### src/rtl/tdpt_pkg.sv
// shared constants and types for the trial division prime tester
package tdpt_pkg;

   localparam int VALUE_BITS_DEF = 32;
   localparam int FIELD_BITS     = 32;
   localparam int COUNT_BITS     = 32;
   localparam logic [COUNT_BITS-1:0] COUNT_MAX = '1;

   // first odd trial divisor and its square
   localparam int FIRST_DIVISOR = 3;
   localparam int FIRST_SQUARE  = 9;
   localparam int DIVISOR_STEP  = 2;
   localparam int SQUARE_OFFSET = 4;

   typedef enum logic [4:0] {
      ST_IDLE     = 5'b00001,
      ST_CLASSIFY = 5'b00010,
      ST_TEST     = 5'b00100,
      ST_DIVIDE   = 5'b01000,
      ST_FINISH   = 5'b10000
   } state_type;

   // commands to the divisor generator
   typedef struct packed {
      logic init;
      logic step;
   } div_cmd_type;

   // status of the serial remainder unit
   typedef struct packed {
      logic busy;
      logic done;
      logic is_zero;
   } rem_status_type;

endpackage

### src/rtl/tdpt_divgen.sv
// odd trial divisor and its running square
module tdpt_divgen
   import tdpt_pkg::*;
#(
   parameter int VALUE_BITS = VALUE_BITS_DEF
) (
   input  logic                  clock,
   input  div_cmd_type           cmd,
   output logic [VALUE_BITS-1:0] divisor,
   output logic [VALUE_BITS+1:0] square
);

   logic [VALUE_BITS-1:0] d_ff, d_in;
   logic [VALUE_BITS+1:0] sq_ff, sq_in;

   // (d+2)^2 = d^2 + 4d + 4
   always_comb begin
      d_in  = d_ff;
      sq_in = sq_ff;
      if (cmd.init) begin
         d_in  = VALUE_BITS'(FIRST_DIVISOR);
         sq_in = (VALUE_BITS+2)'(FIRST_SQUARE);
      end else if (cmd.step) begin
         d_in  = d_ff + VALUE_BITS'(DIVISOR_STEP);
         sq_in = sq_ff + {d_ff, 2'b00} + (VALUE_BITS+2)'(SQUARE_OFFSET);
      end
   end

   always_ff @(posedge clock) begin
      d_ff  <= d_in;
      sq_ff <= sq_in;
   end

   assign divisor = d_ff;
   assign square  = sq_ff;

endmodule

### src/rtl/tdpt_rem.sv
// bit-serial restoring remainder unit, one dividend bit per cycle
module tdpt_rem
   import tdpt_pkg::*;
#(
   parameter int VALUE_BITS = VALUE_BITS_DEF
) (
   input  logic                  clock,
   input  logic                  reset,
   input  logic                  start,
   input  logic [VALUE_BITS-1:0] dividend,
   input  logic [VALUE_BITS-1:0] divisor,
   output rem_status_type        status
);

   localparam int CNT_BITS = $clog2(VALUE_BITS + 1);

   logic                  busy_ff;
   logic                  done_ff;
   logic [CNT_BITS-1:0]   cnt_ff;
   logic [VALUE_BITS-1:0] rem_ff, rem_in;
   logic [VALUE_BITS-1:0] shift_ff;
   logic [VALUE_BITS:0]   trial;
   logic                  fits;

   always_comb begin
      trial  = {rem_ff, shift_ff[VALUE_BITS-1]};
      fits   = trial >= {1'b0, divisor};
      rem_in = fits ? VALUE_BITS'(trial - {1'b0, divisor}) : trial[VALUE_BITS-1:0];
   end

   always_ff @(posedge clock) begin
      if (reset) begin
         busy_ff <= 1'b0;
         done_ff <= 1'b0;
         cnt_ff  <= '0;
      end else begin
         done_ff <= 1'b0;
         if (start) begin
            busy_ff <= 1'b1;
            cnt_ff  <= CNT_BITS'(VALUE_BITS);
         end else if (busy_ff) begin
            cnt_ff <= cnt_ff - CNT_BITS'(1);
            if (cnt_ff == CNT_BITS'(1)) begin
               busy_ff <= 1'b0;
               done_ff <= 1'b1;
            end
         end
      end
   end

   always_ff @(posedge clock) begin
      if (start) begin
         rem_ff   <= '0;
         shift_ff <= dividend;
      end else if (busy_ff) begin
         rem_ff   <= rem_in;
         shift_ff <= shift_ff << 1;
      end
   end

   assign status.busy    = busy_ff;
   assign status.done    = done_ff;
   assign status.is_zero = (rem_ff == '0);

endmodule

### src/rtl/trial_division_prime_test_top.sv
// top level of the trial division prime tester
//
// Each request carries one candidate; the block answers with one response that
// holds the candidate, a prime flag and the running count of primes since the
// last request that had start_of_range set (the count saturates at all ones).
// Only the low VALUE_BITS bits of the candidate are tested. Values below two,
// two itself and even values are settled in the classify state. An odd value is
// divided by 3, 5, 7, ... while the divisor squared does not exceed it; each
// trial division passes the test state, where the square is compared, and the
// divide state, where the bit-serial remainder unit runs. One request is in
// work at a time; a finished response sits in the output register, so the next
// request is taken while the previous response still waits on rsp_stall.
module trial_division_prime_test_top
   import tdpt_pkg::*;
#(
   parameter int VALUE_BITS = VALUE_BITS_DEF
) (
   input  logic                  clock,
   input  logic                  reset,
   // request channel
   input  logic                  req_valid,
   output logic                  req_stall,
   input  logic [FIELD_BITS-1:0] req_candidate,
   input  logic                  req_start_of_range,
   // response channel
   output logic                  rsp_valid,
   input  logic                  rsp_stall,
   output logic [FIELD_BITS-1:0] rsp_tested_value,
   output logic                  rsp_is_prime,
   output logic [COUNT_BITS-1:0] rsp_primes_so_far
);

   state_type             state_ff, state_in;
   logic [VALUE_BITS-1:0] n_ff;
   logic                  restart_ff;
   logic                  prime_ff, prime_in;
   logic [COUNT_BITS-1:0] count_ff, count_in;

   logic                  rsp_valid_ff;
   logic [FIELD_BITS-1:0] rsp_value_ff;
   logic                  rsp_prime_ff;
   logic [COUNT_BITS-1:0] rsp_count_ff;

   div_cmd_type           div_cmd;
   logic [VALUE_BITS-1:0] divisor;
   logic [VALUE_BITS+1:0] square;
   logic                  rem_start;
   rem_status_type        rem_status;

   logic                  req_take;
   logic                  out_free;
   logic                  load_rsp;
   logic [COUNT_BITS-1:0] base_count;

   // request taken only between items
   assign req_stall = (state_ff != ST_IDLE);
   assign req_take  = req_valid && !req_stall;

   // output slot is free when empty or being drained this cycle
   assign out_free  = !rsp_valid_ff || !rsp_stall;
   assign load_rsp  = (state_ff == ST_FINISH) && out_free;

   // running count: restart first, then count this prime unless saturated
   always_comb begin
      base_count = restart_ff ? '0 : count_ff;
      count_in   = base_count;
      if (prime_ff && (base_count != COUNT_MAX)) begin
         count_in = base_count + COUNT_BITS'(1);
      end
   end

   // sequencer
   always_comb begin
      state_in     = state_ff;
      prime_in     = prime_ff;
      div_cmd.init = 1'b0;
      div_cmd.step = 1'b0;
      rem_start    = 1'b0;
      case (state_ff)
         ST_IDLE: begin
            if (req_take) begin
               state_in = ST_CLASSIFY;
            end
         end
         ST_CLASSIFY: begin
            // below two, two, even: settled here
            if (n_ff[VALUE_BITS-1:1] == '0) begin
               prime_in = 1'b0;
               state_in = ST_FINISH;
            end else if (n_ff == VALUE_BITS'(2)) begin
               prime_in = 1'b1;
               state_in = ST_FINISH;
            end else if (!n_ff[0]) begin
               prime_in = 1'b0;
               state_in = ST_FINISH;
            end else begin
               div_cmd.init = 1'b1;
               state_in     = ST_TEST;
            end
         end
         ST_TEST: begin
            // divisor squared past the value: no factor left to find
            if (square > {2'b00, n_ff}) begin
               prime_in = 1'b1;
               state_in = ST_FINISH;
            end else begin
               rem_start = 1'b1;
               state_in  = ST_DIVIDE;
            end
         end
         ST_DIVIDE: begin
            if (rem_status.done) begin
               if (rem_status.is_zero) begin
                  prime_in = 1'b0;
                  state_in = ST_FINISH;
               end else begin
                  div_cmd.step = 1'b1;
                  state_in     = ST_TEST;
               end
            end
         end
         ST_FINISH: begin
            if (out_free) begin
               state_in = ST_IDLE;
            end
         end
         default: begin
            state_in = ST_IDLE;
         end
      endcase
   end

   always_ff @(posedge clock) begin
      if (reset) begin
         state_ff     <= ST_IDLE;
         count_ff     <= '0;
         rsp_valid_ff <= 1'b0;
      end else begin
         state_ff <= state_in;
         if (load_rsp) begin
            count_ff     <= count_in;
            rsp_valid_ff <= 1'b1;
         end else if (!rsp_stall) begin
            rsp_valid_ff <= 1'b0;
         end
      end
   end

   // payload registers
   always_ff @(posedge clock) begin
      prime_ff <= prime_in;
      if (req_take) begin
         n_ff       <= VALUE_BITS'(req_candidate);
         restart_ff <= req_start_of_range;
      end
      if (load_rsp) begin
         rsp_value_ff <= FIELD_BITS'(n_ff);
         rsp_prime_ff <= prime_ff;
         rsp_count_ff <= count_in;
      end
   end

   tdpt_divgen #(
      .VALUE_BITS (VALUE_BITS)
   ) u_divgen (
      .clock   (clock),
      .cmd     (div_cmd),
      .divisor (divisor),
      .square  (square)
   );

   tdpt_rem #(
      .VALUE_BITS (VALUE_BITS)
   ) u_rem (
      .clock    (clock),
      .reset    (reset),
      .start    (rem_start),
      .dividend (n_ff),
      .divisor  (divisor),
      .status   (rem_status)
   );

   assign rsp_valid         = rsp_valid_ff;
   assign rsp_tested_value  = rsp_value_ff;
   assign rsp_is_prime      = rsp_prime_ff;
   assign rsp_primes_so_far = rsp_count_ff;

   // a trial division only ever uses an odd divisor
   a_divisor_odd: assert property (@(posedge clock) disable iff (reset)
      (state_ff == ST_DIVIDE) |-> divisor[0])
      else $error("even trial divisor");

   // remainder unit reports only while the sequencer waits on it
   a_rem_done_in_divide: assert property (@(posedge clock) disable iff (reset)
      rem_status.done |-> (state_ff == ST_DIVIDE))
      else $error("remainder done outside divide state");

   // a prime response never carries a zero count
   a_prime_counted: assert property (@(posedge clock) disable iff (reset)
      (rsp_valid_ff && rsp_prime_ff) |-> (rsp_count_ff != '0))
      else $error("prime response with zero count");

   // the remainder unit is never restarted mid-division
   a_rem_no_restart: assert property (@(posedge clock) disable iff (reset)
      rem_start |-> !rem_status.busy)
      else $error("remainder unit restarted while busy");

endmodule
### config.mk
export PLATFORM = sky130hd
export DESIGN_NAME = trial_division_prime_test_top
export DESIGN_NICKNAME = d
export VERILOG_FILES = /design/src/rtl/tdpt_pkg.sv /design/src/rtl/tdpt_divgen.sv /design/src/rtl/tdpt_rem.sv /design/src/rtl/trial_division_prime_test_top.sv
export SDC_FILE = /design/constraint.sdc
export NUM_CORES = 1
export LEC_CHECK = 0
export BUFFER_PORTS_ARGS = -buffer_cell sky130_fd_sc_hd__buf_2
export CAP_MARGIN = 20
export CORE_ASPECT_RATIO = 2
export CORE_MARGIN = 8
export CORE_UTILIZATION = 50
export DETAILED_ROUTE_END_ITERATION = 12
export PLACE_DENSITY_LB_ADDON = 0.05
export SETUP_SLACK_MARGIN = 0.5
export SYNTH_ARGS = -nofsm -noshare
export SYNTH_HDL_FRONTEND = slang
export SYNTH_HIERARCHICAL = 1
export SYNTH_SLANG_ARGS = --single-unit
### constraint.sdc
create_clock -name clock -period 4.7 [get_ports clock]
set_clock_uncertainty 0.05 [all_clocks]
set_input_delay 0.94 -clock clock [delete_from_list [all_inputs] [get_ports clock]]
set_output_delay 0.94 -clock clock [all_outputs]
set_load 0.1 [all_outputs]
; After elaboration in Yosys (flattened, before gate mapping)
; Index checks and enable logic that the tools add are counted.
[classes]
add_sub_neg = 6
n_lt_le_gt_ge = 2
n_eq_ne = 16
n_mux = 38
bitwise = 1
reduce_logical = 15
[op_table]
columns = operator, count
row1 = $mux 32, 5
row2 = $mux 5, 8
row3 = $add 34x3->34 const B, 1
row4 = $add 34x34->34, 1
row5 = $gt 34x32->1, 1
row6 = $ge 33x32->1, 1
row7 = $add 32x1->32 const B, 1
row8 = $add 32x2->32 const B, 1
row9 = $eq 32x2->1 const B, 1
row10 = $logic_not 32->1, 1
row11 = $ne 32x32->1 const B, 1
row12 = $sub 32x32->32, 1
row13 = $logic_not 31->1, 1
row14 = $pmux 5 s5, 1
row15 = $mux 1, 21
row16 = $mux 6, 2
row17 = $ne 2x2->1 const B, 4
row18 = $eq 6x1->1 const B, 1
row19 = $sub 6x1->6 const B, 1
row20 = $eq 5x1->1 const B, 1
row21 = $eq 5x2->1 const B, 1
row22 = $eq 5x3->1 const B, 1
row23 = $eq 5x4->1 const B, 1
row24 = $eq 5x5->1 const B, 1
row25 = 14 further kinds, 19
[word_totals]
reg_bits = 275
inputBits = 37
wordCells = 95

; Depth between registers and ports, before layout
; Gate-level depths: netlist of the first run.
[logic_depth]
depth_word = 5
mapped_depth = 14
ltp_nobuf = 14

; By module
; Netlist of the first run, hierarchy kept.
[by_module_without_submodules]
columns = mod, instances, cells_per_inst, area_per_inst_um2
row1 = trial_division_prime_test_top, 1, 621, 6844.1
row2 = tdpt_rem, 1, 567, 5087.4
row3 = tdpt_divgen, 1, 528, 4404.2

; Worst setup path after synthesis of the first run
; No wires, ideal clock.
[synth_path]
path_type = reg-to-reg
start = register state_ff[2]
end = register state_ff[0]
arrival_time_ps = 3890
required_time_ps = 4534
slack_ps = 644
path_stages_with_launch = 6
n_path_buf = 0
period_less_slack_ps = 4056
path_cell_list = dfxtp_1 > nor2_1 > nand4bb_1 > nor2_1 > nor2_1 > a31o_2
[synth_via]
elab_chain_len = 5
word_cells_on_any_way = 13
[synth_lines]
columns = element, line
row1 = "start, declared", trial_division_prime_test_top.sv:33  ; state_type state_ff, state_in;
row2 = "start signal, assigned", trial_division_prime_test_top.sv:139  ; state_ff <= state_in;
row3 = $ne 5x1->1, trial_division_prime_test_top.sv:56  ; assign req_stall = (state_ff != ST_IDLE);
row4 = named net req_stall, trial_division_prime_test_top.sv:22  ; output logic req_stall,
row5 = $logic_not 1->1, trial_division_prime_test_top.sv:57  ; assign req_take = req_valid && !req_stall;
row6 = $logic_and 1x1->1, trial_division_prime_test_top.sv:57
row7 = named net req_take, trial_division_prime_test_top.sv:50  ; logic req_take;
row8 = $ne 2x2->1 (no line), -
row9 = $reduce_and 3->1 (no line), -
; The timed path passes the listed nets, and every way through them passes these cells.
; A chain may end at the register's enable or synchronous reset.

; Worst setup path in the final report of the first run
[layout_path]
start = register u_divgen.d_ff[1], in the netlist u_divgen/divisor[1]
end = register u_rem.rem_ff[28]
[layout_via]
elab_chain_len = 2
word_cells_on_any_way = 3
[layout_lines]
columns = element, line
row1 = "start, declared", tdpt_divgen.sv:13  ; logic [VALUE_BITS-1:0] d_ff, d_in;
row2 = "start signal, assigned", tdpt_divgen.sv:30  ; d_ff <= d_in;
row3 = $sub 32x32->32 / $ge 33x32->1 (equally long branches), "tdpt_rem.sv:28, tdpt_rem.sv:27"
row4 = $mux 32 *, tdpt_rem.sv:28  ; rem_in = fits ? VALUE_BITS'(trial - {1'b0, divisor}) : trial[VALUE_BITS-1:0];
row5 = "end signal, assigned", tdpt_rem.sv:56  ; rem_ff <= rem_in;
row6 = "end, declared", tdpt_rem.sv:20  ; logic [VALUE_BITS-1:0] rem_ff, rem_in;
; Mark *: on every way between the ends. The rest lies on a longest branch, timed or not.

==> results by stage, run 1 <==
Status:
- The flow ran to the end, and the final reports show no timing, DRC or antenna violations.

Routing:
- After detailed routing, the number of remaining DRC violations is 0.
- In this run, the number of DRC markers left after iteration 0 of detailed routing was 581.
- The detailed-route vias per instance is 5.88.
- Across all layers, the routed design uses 13100 vias.
- The final layout contains routed wiring with a total length of 47000 um.
- The detailed-routing iteration count for the pre-antenna-repair pass is 5.
- The per-cell routed wire length is 21.1 um.
- The count of nets left with antenna violations once routing finished came out at 0.

Global routing:
- The pin count of the biggest net entering global routing is 46.
- The number of antenna violations at the first check in global routing is 0.
- The number of global-route vias before repair is 13400.
- The global route total overflow is 0.
- The overall fraction of global-route tracks in use is 24.1%.
- The global-route wire length before repair is 73200 um.

Placed design:
- The cell count after placement is 2181.
- The placement-stage worst setup slack is 0.954 ns.
- Summing all placed instances gives a cell area of 0.0171 mm2.
- The number of port buffers is 103.
- The congestion estimate from routability-driven global placement came to 0.958.
- Detailed placement ended at an HPWL of 36500 um.

Worst setup path:
- The endpoint required time on the critical path is 5.15 ns.
- STA classifies the critical path startpoint as a flip-flop.
- Data on the critical path arrives at its endpoint at 4.20 ns.
- The largest fanout on the critical path is 23.
- The critical path in this run is classified as flip-flop to flip-flop.
- STA classifies the critical path endpoint as a flip-flop.

Clock network:
- The number of clock buffers added by TritonCTS is 26.
- Buffers inserted to repair hold after CTS numbered 0.
- The register clock-pin slew on the reported worst setup and hold paths is 0.07 ns.
- The later pin in the worst-skew pair is clocked with a latency of 0.56 ns.
- After clock tree synthesis, the setup repair step added 0 buffers.
- The maximum clock path buffer count is 3.
- The clock sink count is 271.
- The post-cts gate resize count is 0.
- The CTS tree is built.
- The number of H-tree levels is 1.
- The cell at the root of the clock tree is clkbuf_16.

Yosys:
- The area of the mapped netlist is 0.0163 mm2.
- Yosys printed 6 warnings.
- The average cell area after synthesis is 9.52 um2.
- The synthesized instance count is 1715.

Die:
- The total area inside the core boundary comes to 0.0322 mm2.
- The floorplan row count is 93.
- The effective utilization at floorplan is 50.7%.
- The overall die area is 0.0390 mm2.
- In this run the count of I/O pins placed on the die edge is 104.
- From left edge to right edge, the die measures 144 um.
- The floorplan die height is 272 um.

STA:
- The maximum achievable frequency is 267 MHz.
- Setup repair after global routing left no endpoint under its margin.
- The share of the clock period used by the worst path after layout is 79.7%.
- The minimum clock period is 3.75 ns.
- After routing, the total negative slack on setup checks comes to 0 ns.
- The worst slew margin relative to its limit is 30.8%.
- The max-slew violation count was 0.
- Setup violations remaining at the end of the flow were counted as 0.
- The setup slack of the critical path after layout is 0.953 ns.
- The final count of hold timing violations was 0.
- At the pin with the least slew margin, the transition time is 1.04 ns.

Pwr:
- The worst vdd rail ir drop is 301 uV.
- For this design the ratio of total power to cell area is 286 mW/mm2.
- The analysis attributes to cell leakage a power of 7.36 nW.

Final layout:
- The fraction of layout cells with a size suffix above 1 is 13.6%.
- The net count of the finished layout is 1948.
- For this run, the share of the core covered by cells in the final layout is 55.8%.
- The number of antenna cells inserted is 0.
- The post-layout instance count excluding filler cells is 2228.
- The post-route cell area is 0.0180 mm2.
- Relative to the synthesized area, the layout overhead comes to 10.1%.

Run:
- The number of max-cap violations is 0.

Min path:
- The worst hold path class is flip-flop to flip-flop.
==> worst paths after layout <==
check	cells past startpoint	endpoint	slack [ns]	from
max reg2reg	11	u_rem/rem_ff[28]	0.95	u_divgen/divisor[1]
min reg2reg	2	u_rem/cnt_ff[0]	0.45	u_rem/cnt_ff[0]
max	11	u_rem/rem_ff[28]	0.95	u_divgen/divisor[1]
min	2	u_rem/cnt_ff[0]	0.45	u_rem/cnt_ff[0]
==> flip-flops by register name, summed over array words and instances (netlist names) <==
| signal | cells |
|---|---|
| rsp_valid | 1 |
| u_rem/shift_ff | 32 |
| restart_ff | 1 |
| u_rem/rem_ff | 32 |
| rsp_tested_value | 32 |
| rsp_primes_so_far | 32 |
| n_ff | 32 |
| u_rem/busy_ff | 1 |
| rsp_is_prime | 1 |
| u_rem/cnt_ff | 6 |
| u_rem/done_ff | 1 |
| prime_ff | 1 |
| u_divgen/divisor | 31 |
| count_ff | 32 |
| state_ff | 5 |
| u_divgen/square | 31 |
==> cells in the final DEF (no fill, tap or decap), types with 7 or more instances in the layout <==
| cell | n |
|---|---|
| mux2_2 | 35 |
| a211oi_1 | 20 |
| a221oi_1 | 8 |
| clkbuf_16 | 26 |
| a311oi_1 | 10 |
| and4_1 | 11 |
| o211ai_1 | 10 |
| and2_1 | 11 |
| or3_1 | 16 |
| or4_1 | 9 |
| inv_1 | 97 |
| o21a_1 | 9 |
| nand3_1 | 39 |
| o21ai_0 | 62 |
| edfxtp_1 | 131 |
| mux2i_1 | 23 |
| nor4_1 | 26 |
| buf_4 | 18 |
| dfxtp_1 | 139 |
| a41oi_1 | 7 |
| nand4_1 | 36 |
| nand2_1 | 164 |
| a311oi_2 | 13 |
| a31oi_1 | 15 |
| nor3_1 | 28 |
| o21bai_1 | 9 |
| buf_2 | 103 |
| a21oi_1 | 90 |
| xnor2_1 | 55 |
| and3_1 | 32 |
| nor2b_1 | 22 |
| a21o_1 | 35 |
| xor2_1 | 50 |
| nor2_1 | 152 |
| nand2b_1 | 11 |
| ha_1 | 127 |
| a311o_1 | 11 |
| or2_2 | 10 |
==> critical path: stages, from the launching register on <==
cell and delay, ns:
dfxtp_1 0.45, inv_1 0.13, ha_1 0.31, nor2b_1 0.19, o2111ai_1 0.18, a21o_1 0.28, o31ai_2 0.40, a41o_1 0.36
a311o_1 0.41, clkinv_4 0.27, nor4b_1 0.44, o21ba_2 0.20
==> stage by stage <==
step / total power, mW / hold slack (ns)
2_1_floorplan: 2.96 / 0.390
3_3_place_gp: 3.08 / 0.426
3_5_place_dp: 3.09 / 0.442
4_1_cts: 5.21 / 0.452
5_1_grt: 5.34 / 0.468
6_report: 5.15 / 0.446
==> cell type report <==
class | count | area, um2
Fill cell | 2969 | 14300
Multi-Input combinational cell | 1262 | 8830
Sequential cell | 271 | 6740
Clock buffer | 33 | 697
Timing Repair Buffer | 121 | 651
Tap cell | 427 | 534
Inverter | 100 | 380
Clock inverter | 14 | 150
==> routing by layer <==
metal	track usage, %	part of all wire [%]	vias to the layer above
li1	-	-	6400
met1	21.8	34	6301
met2	48.7	57	279
met3	2.41	2.8	123
met4	14.7	6.3	0
met5	0	0	-
==> where the power goes <==
part	leakage (nW)	switching, mW	total, mW	internal [mW]
Combinational	4.58	0.277	0.454	0.178
Sequential	2.38	0.0661	2.58	2.52
Clock	0.407	0.944	2.11	1.17
Total	7.36	1.29	5.15	3.86
No activity file was read; power rests on OpenSTA's default activity.
==> inputs of run 2 (changes only) <==
Clock period 4.7 ns to 3.7 ns, I/O delays scaled along.
==> run 2 against run 1 <==
Flip-flop and latch count is the same. Cell count grew 3.1%. First-iteration DRC count grew 8.4%. Non-clock buffer count grew 66. Combinational power grew 50%. Sequential share of layout area shrank 2.0 points. Worst hold slack lost 0.15 ns. Maximum frequency grew 16%.
==> results by stage, run 2 (synthesis gave the netlist of run 1 again) <==
Pwr:
- The cell area power density is 359 mW/mm2.
- The worst vdd rail ir drop is 416 uV.
- The leakage power figure is 7.78 nW.

Placed design:
- After detailed placement, the total cell area comes to 0.0174 mm2.
- Routability-driven placement finished with a final weighted congestion of 0.976.
- Counting tap cells, the placed design contains a total of 2210 instances.
- The post-detailed-placement half-perimeter wirelength is 37500 um.
- During placement, the flow inserted port buffers numbering 103.

STA:
- Setup repair after global routing could not meet its margin everywhere.
- Hold timing on the final database bottoms out at a slack of 0.296 ns.
- The worst path uses 87.6% of the clock period.
- Setup total negative slack on the finished layout was measured at 0 ns.
- The final count of hold timing violations came to 0.
- The number of endpoints failing setup at the final stage is 0.
- The max-slew violation count is 0.
- The routed design could run at a clock period as short as 3.24 ns.
- The maximum achievable frequency is 309 MHz.
- For the pin with the worst max-slew slack, the measured transition is 0.807 ns.
- Measured against its own limit, the worst slew margin works out to 45.7%.

Final layout:
- The area added between synthesis and finish is 17.0%.
- The fraction of layout cells with a size suffix above 1 is 21.7%.
- In the layout the commonest cells are nand2_1 (164), nor2_1 (149), edfxtp_1 (131).
- The number of nets in the layout is 2015.
- The total area of sequential cells is 0.00677 mm2.
- After routing the design area is 0.0191 mm2.
- The multi-input combinational cells in the finished layout cover a total of 0.00923 mm2.
- The post-layout instance count excluding filler cells is 2296.
- The library cell used most frequently in the layout, excluding fill and tap cells, is nand2_1.
- The number of antenna cells inserted is 0.
- The fraction of the core area covered by cells at the end of the flow is 59.3%.
- After filler insertion, the fill cell instance count of the layout stands at 2916.

Clock network:
- Clock tree synthesis inserted a total of 27 buffers.
- Counting along the longest clock path gives a buffer depth of 3.
- Clock tree synthesis selected as its root buffer the cell clkbuf_16.
- The number of buffers inserted by hold repair at cts is 0.
- The insertion delay to the later sink of the worst-skew pair is 0.58 ns.
- The clock sink count is 271.
- TritonCTS built the clock tree.
- The number of H-tree levels is 1.
- Clock-pin slew was measured on the worst setup and hold paths at 0.06 ns.

Worst setup path:
- The worst setup path is launched from a flip-flop.
- The critical path class is flip-flop to flip-flop.
- The capturing element type of the critical path is a flip-flop.
- The endpoint required time on the critical path is 3.96 ns.
- The delay of the slowest cell on the worst path is 0.52 ns.
- The largest fanout on the critical path is 8.
- The number of stages on the worst setup path is 12.
- The cell family contributing the most delay on the critical path is simple AND/OR/NAND/NOR gates.
- The path depth of the worst reg2reg path is 12.
- The cell with the largest stage delay on the worst path is edfxtp_1.
- The signal on the critical path passes through inv_2, ha_4, nand4_1, nor4_4, buf_4, nand4b_1, o221ai_2, a21oi_2, o21ba_4, buf_6, buf_12, mux2_4.
- The data arrival time of the critical path is 3.50 ns.
- The critical path contains buffers and inverters numbering 4 combined.

Die:
- The die covers 0.0390 mm2.
- The floorplan row count is 93.
- The placeable core region is 0.0322 mm2.
- Measured along the y axis, the die boundary spans 272 um.
- The number of top-level design ports is 104.
- Once the floorplan was initialized, standard cells occupied 50.7% of the core.
- The die span in x is 144 um.

Routing:
- Across all layers, the routed design uses 13700 vias.
- For this run, design rule violations remaining after detail routing come to 0.
- The detailed-routing iteration count for the pre-antenna-repair pass is 5.
- Summed over all layers, the routed wires come to 49400 um.
- In the final routed layout, each cell accounts on average for 21.5 um.
- After detailed routing, the number of vias per cell comes to 5.96.
- In this run, the number of DRC markers left after iteration 0 of detailed routing was 630.
- The count of nets left with antenna violations once routing finished came out at 0.

Global routing:
- The number of antenna violations at the first check in global routing was 0.
- Entering global routing, the biggest net connects 44 pins.
- The first global-routing pass estimated 75100 um of wire.
- For this run, the total global-route usage over all layers was measured as 24.9%.
- Global routing consumed, on the met2 layer, 49.0% of the routing resources.
- After global routing, the most crowded layer is met2.
- In the global route stage, met3 resource usage came out at 2.30%.
- For met1 alone, demand over resource in global routing was 22.5%.
- The number of global-route vias before repair came to 14000.
- The global route total overflow is 0.

Min path:
- The instance count along the most critical hold path is 1.
- The worst hold path class is input port to flip-flop.

Run:
- Max-cap violations in this run came to 0.

Status:
- The flow ran to the end, and the final reports show no timing, DRC or antenna violations.
## run 2: final timing paths
path	slack, ns	start	end
setup reg to reg	0.46	n_ff[3]	u_rem/shift_ff[31]
setup / recovery	0.46	n_ff[3]	u_rem/shift_ff[31]
hold / removal	0.30	req_candidate[19]	n_ff[19]
hold reg to reg	0.43	u_rem/cnt_ff[0]	u_rem/cnt_ff[0]
## run 2: worst register-to-register path, stage by stage, from the launching register on
cell	delay (ns)
edfxtp_1	0.52
inv_2	0.08
ha_4	0.28
nand4_1	0.18
nor4_4	0.36
buf_4	0.17
nand4b_1	0.14
o221ai_2	0.23
a21oi_2	0.07
o21ba_4	0.29
buf_6	0.15
buf_12	0.14
mux2_4	0.33
## run 2: what timing repair did
action	4_1_cts	5_1_grt
buffers inserted	14	20
endpoints found under the setup margin	110	105
resized for setup	31	82
cloned	1	2
pin swaps	17	32
endpoints found under the hold margin	0	0
## run 2: cell type report
type                            count  area share, %
Tap cell                          427           2.80
Multi-Input combinational cell   1262           48.3
Clock buffer                       31           3.61
Sequential cell                   271           35.4
Timing Repair Buffer              187           6.69
Clock inverter                     18           1.15
Inverter                          100           2.03
## run 2: through the flow
step           total power, mW  setup slack, ns
2_1_floorplan             3.76            0.507
5_1_grt                   7.09            0.373
4_1_cts                   6.85            0.492
3_5_place_dp              3.95            0.257
6_report                  6.86            0.459
3_3_place_gp              3.94            0.259
## run 2: metal layers
| metal | part of all wire (%) | vias up |
|---|---|---|
| li1 | - | 6568 |
| met1 | 33 | 6618 |
| met2 | 56 | 348 |
| met3 | 3.1 | 160 |
| met4 | 7.4 | 0 |
| met5 | 0 | - |
## run 2: where the power goes
part / switching, mW / leakage, nW / internal (mW) / total [mW]
logic: 0.401 / 4.95 / 0.280 / 0.681
registers: 0.0860 / 2.39 / 3.20 / 3.28
clock network: 1.26 / 0.441 / 1.64 / 2.90
total: 1.75 / 7.78 / 5.12 / 6.86
==> inputs of run 3 (changes only) <==
Settings changed: MAX_ROUTING_LAYER set to met4, RECOVER_POWER set to 50, SLEW_MARGIN set to 30.
==> run 3 against run 2 <==
Worst hold slack gained 0.0016 ns. Global-route usage up 0.50 points. Setup slack worse by 0.043 ns.
==> results by stage, run 3 (synthesis gave the netlist of run 1 again) <==
Status:
- The run finished with clean final reports.

Final layout:
- In the layout the commonest cells are nand2_1 (163), nor2_1 (151), edfxtp_1 (131).
- The fraction of layout cells with a size suffix above 1 is 16.8%.
- The area added between synthesis and finish is 15.7%.
- The number of antenna cells inserted is 0.
- For this run, the number of standard cells in the final layout without fillers is 2292.
- The most common cell after layout, fill and taps aside is nand2_1.
- At the end of the flow the core is filled with cells to 58.6%.
- The number of nets in the layout is 2012.

Global routing:
- The first global-routing pass estimated 74700 um of wire.
- Entering global routing, the biggest net connects 48 pins.
- The overall fraction of global-route tracks in use is 25.4%.
- The number of global-route vias before repair came to 13600.
- The global route total overflow is 0.
- The number of antenna violations at the first check in global routing came to 0.

Pwr:
- The overall power is 6.82 mW.
- The cell area power density is 361 mW/mm2.
- The analysis attributes to cell leakage a power of 7.50 nW.
- The worst vdd rail ir drop is 429 uV.

STA:
- Measured against its own limit, the worst slew margin works out to 18.3%.
- The total negative setup slack is 0 ns.
- The transition time at the pin with the least slew margin is 1.23 ns.
- The number of endpoints failing setup at the final stage is 0.
- The share of the clock period used by the worst path after layout is 88.8%.
- The max-slew violation count came to 0.
- Setup repair after global routing could not meet its margin everywhere.
- The final count of hold timing violations is 0.
- The maximum achievable frequency is 304 MHz.
- The minimum clock period is 3.28 ns.

Run:
- The number of max-cap violations is 0.

Placed design:
- The number of port buffers is 103.
- The post-detailed-placement half-perimeter wirelength is 36900 um.
- The weighted congestion at the end of routability-driven global placement is 0.935.
- The cell count after placement is 2210.

Die:
- The floorplan die height is 272 um.
- The die covers 0.0390 mm2.
- The effective utilization at floorplan is 50.7%.
- The number of top-level design ports is 104.
- The die span in x is 144 um.
- The placeable core region is 0.0322 mm2.
- The floorplan row count is 93.

Routing:
- The detailed-routing iteration count for the pre-antenna-repair pass is 5.
- In this run, the number of DRC markers left after iteration 0 of detailed routing was 598.
- After detailed routing, the average wire length per cell comes to 21.4 um.
- The number of antenna-violating nets in the routed design is 0.
- Detailed routing inserted a total of 13600 vias.
- The post-detailed-routing wire length is 48900 um.
- After detailed routing, the number of vias per cell comes to 5.94.
- The detailed-route DRC error count is 0.

Clock network:
- The number of H-tree levels is 1.
- The clock passes through at most 3 buffers.
- The clock buffer count from CTS is 26.
- Clock tree synthesis selected as its root buffer the cell clkbuf_16.
- The later pin in the worst-skew pair is clocked with a latency of 0.57 ns.
- TritonCTS built the clock tree.
- The clock sink count is 271.
- The register clock-pin slew on the reported worst setup and hold paths is 0.07 ns.

Min path:
- The tightest min-delay check is of the input port to flip-flop type.

Worst setup path:
- The critical path launch point type is a flip-flop.
- The capturing element type of the critical path is a flip-flop.
- The data arrival time of the critical path is 3.53 ns.
- The endpoint required time on the critical path is 3.95 ns.
- The critical path class is flip-flop to flip-flop.
- Along the worst path, the maximum fanout reaches 8.
-- run 3: repair_timing --
item | 4_1_cts | 5_1_grt
gates resized for setup | 21 | 87
cloned | 2 | 1
pin swaps | 11 | 32
hold endpoints to repair | 0 | 0
endpoints found under the setup margin | 101 | 94
hold buffers | 0 | 0
setup buffers | 8 | 24
-- run 3: layer usage --
metal  up-vias  share of wire [%]  GRT usage (%)
met4         0                7.7           17.5
met1      6517                 35           23.6
met3       171                3.2           2.43
met5         -                  0              -
met2       381                 54           47.3
li1       6539                  -              -
-- run 3: metrics by stage --
step / setup slack [ns] / cell area (um2) / hold WS, ns
2_1_floorplan: 0.507 / 16400 / 0.390
3_3_place_gp: 0.283 / 17400 / 0.415
3_5_place_dp: 0.224 / 17400 / 0.424
4_1_cts: 0.411 / 18500 / 0.273
5_1_grt: 0.350 / 18900 / 0.281
6_report: 0.416 / 18900 / 0.298
-- run 3: critical path: stages (launching register included) --
cell and delay (ns):
edfxtp_1 0.52, inv_2 0.08, ha_4 0.27, nand4_1 0.15, nor4_2 0.35, buf_4 0.18, nand4b_1 0.14, buf_4 0.17
nor2_1 0.17, o21ba_4 0.28, buf_6 0.16, buf_12 0.13, mux2_4 0.34
-- run 3: worst paths after layout --
kind                           from                 end  slack [ns]  depth (start not counted)
setup reg to reg            n_ff[4]  u_rem/shift_ff[31]        0.42                         12
hold / removal    req_candidate[18]            n_ff[18]        0.30                          1
setup / recovery            n_ff[4]  u_rem/shift_ff[31]        0.42                         12
hold reg to reg     u_rem/cnt_ff[0]     u_rem/cnt_ff[0]        0.43                          2
-- run 3: area by class of cell --
cell class	instances	area, um2
Clock buffer	30	666
Clock inverter	17	234
Fill cell	2922	13300
Inverter	100	393
Multi-Input combinational cell	1262	9170
Sequential cell	271	6780
Tap cell	427	534
Timing Repair Buffer	184	1100
Timing Repair inverter	1	8.76
-- run 3: power by group --
group | leakage [nW] | switching [mW] | internal [mW]
registers | 2.39 | 0.0867 | 3.19
clock network | 0.441 | 1.22 | 1.65
logic | 4.67 | 0.396 | 0.278
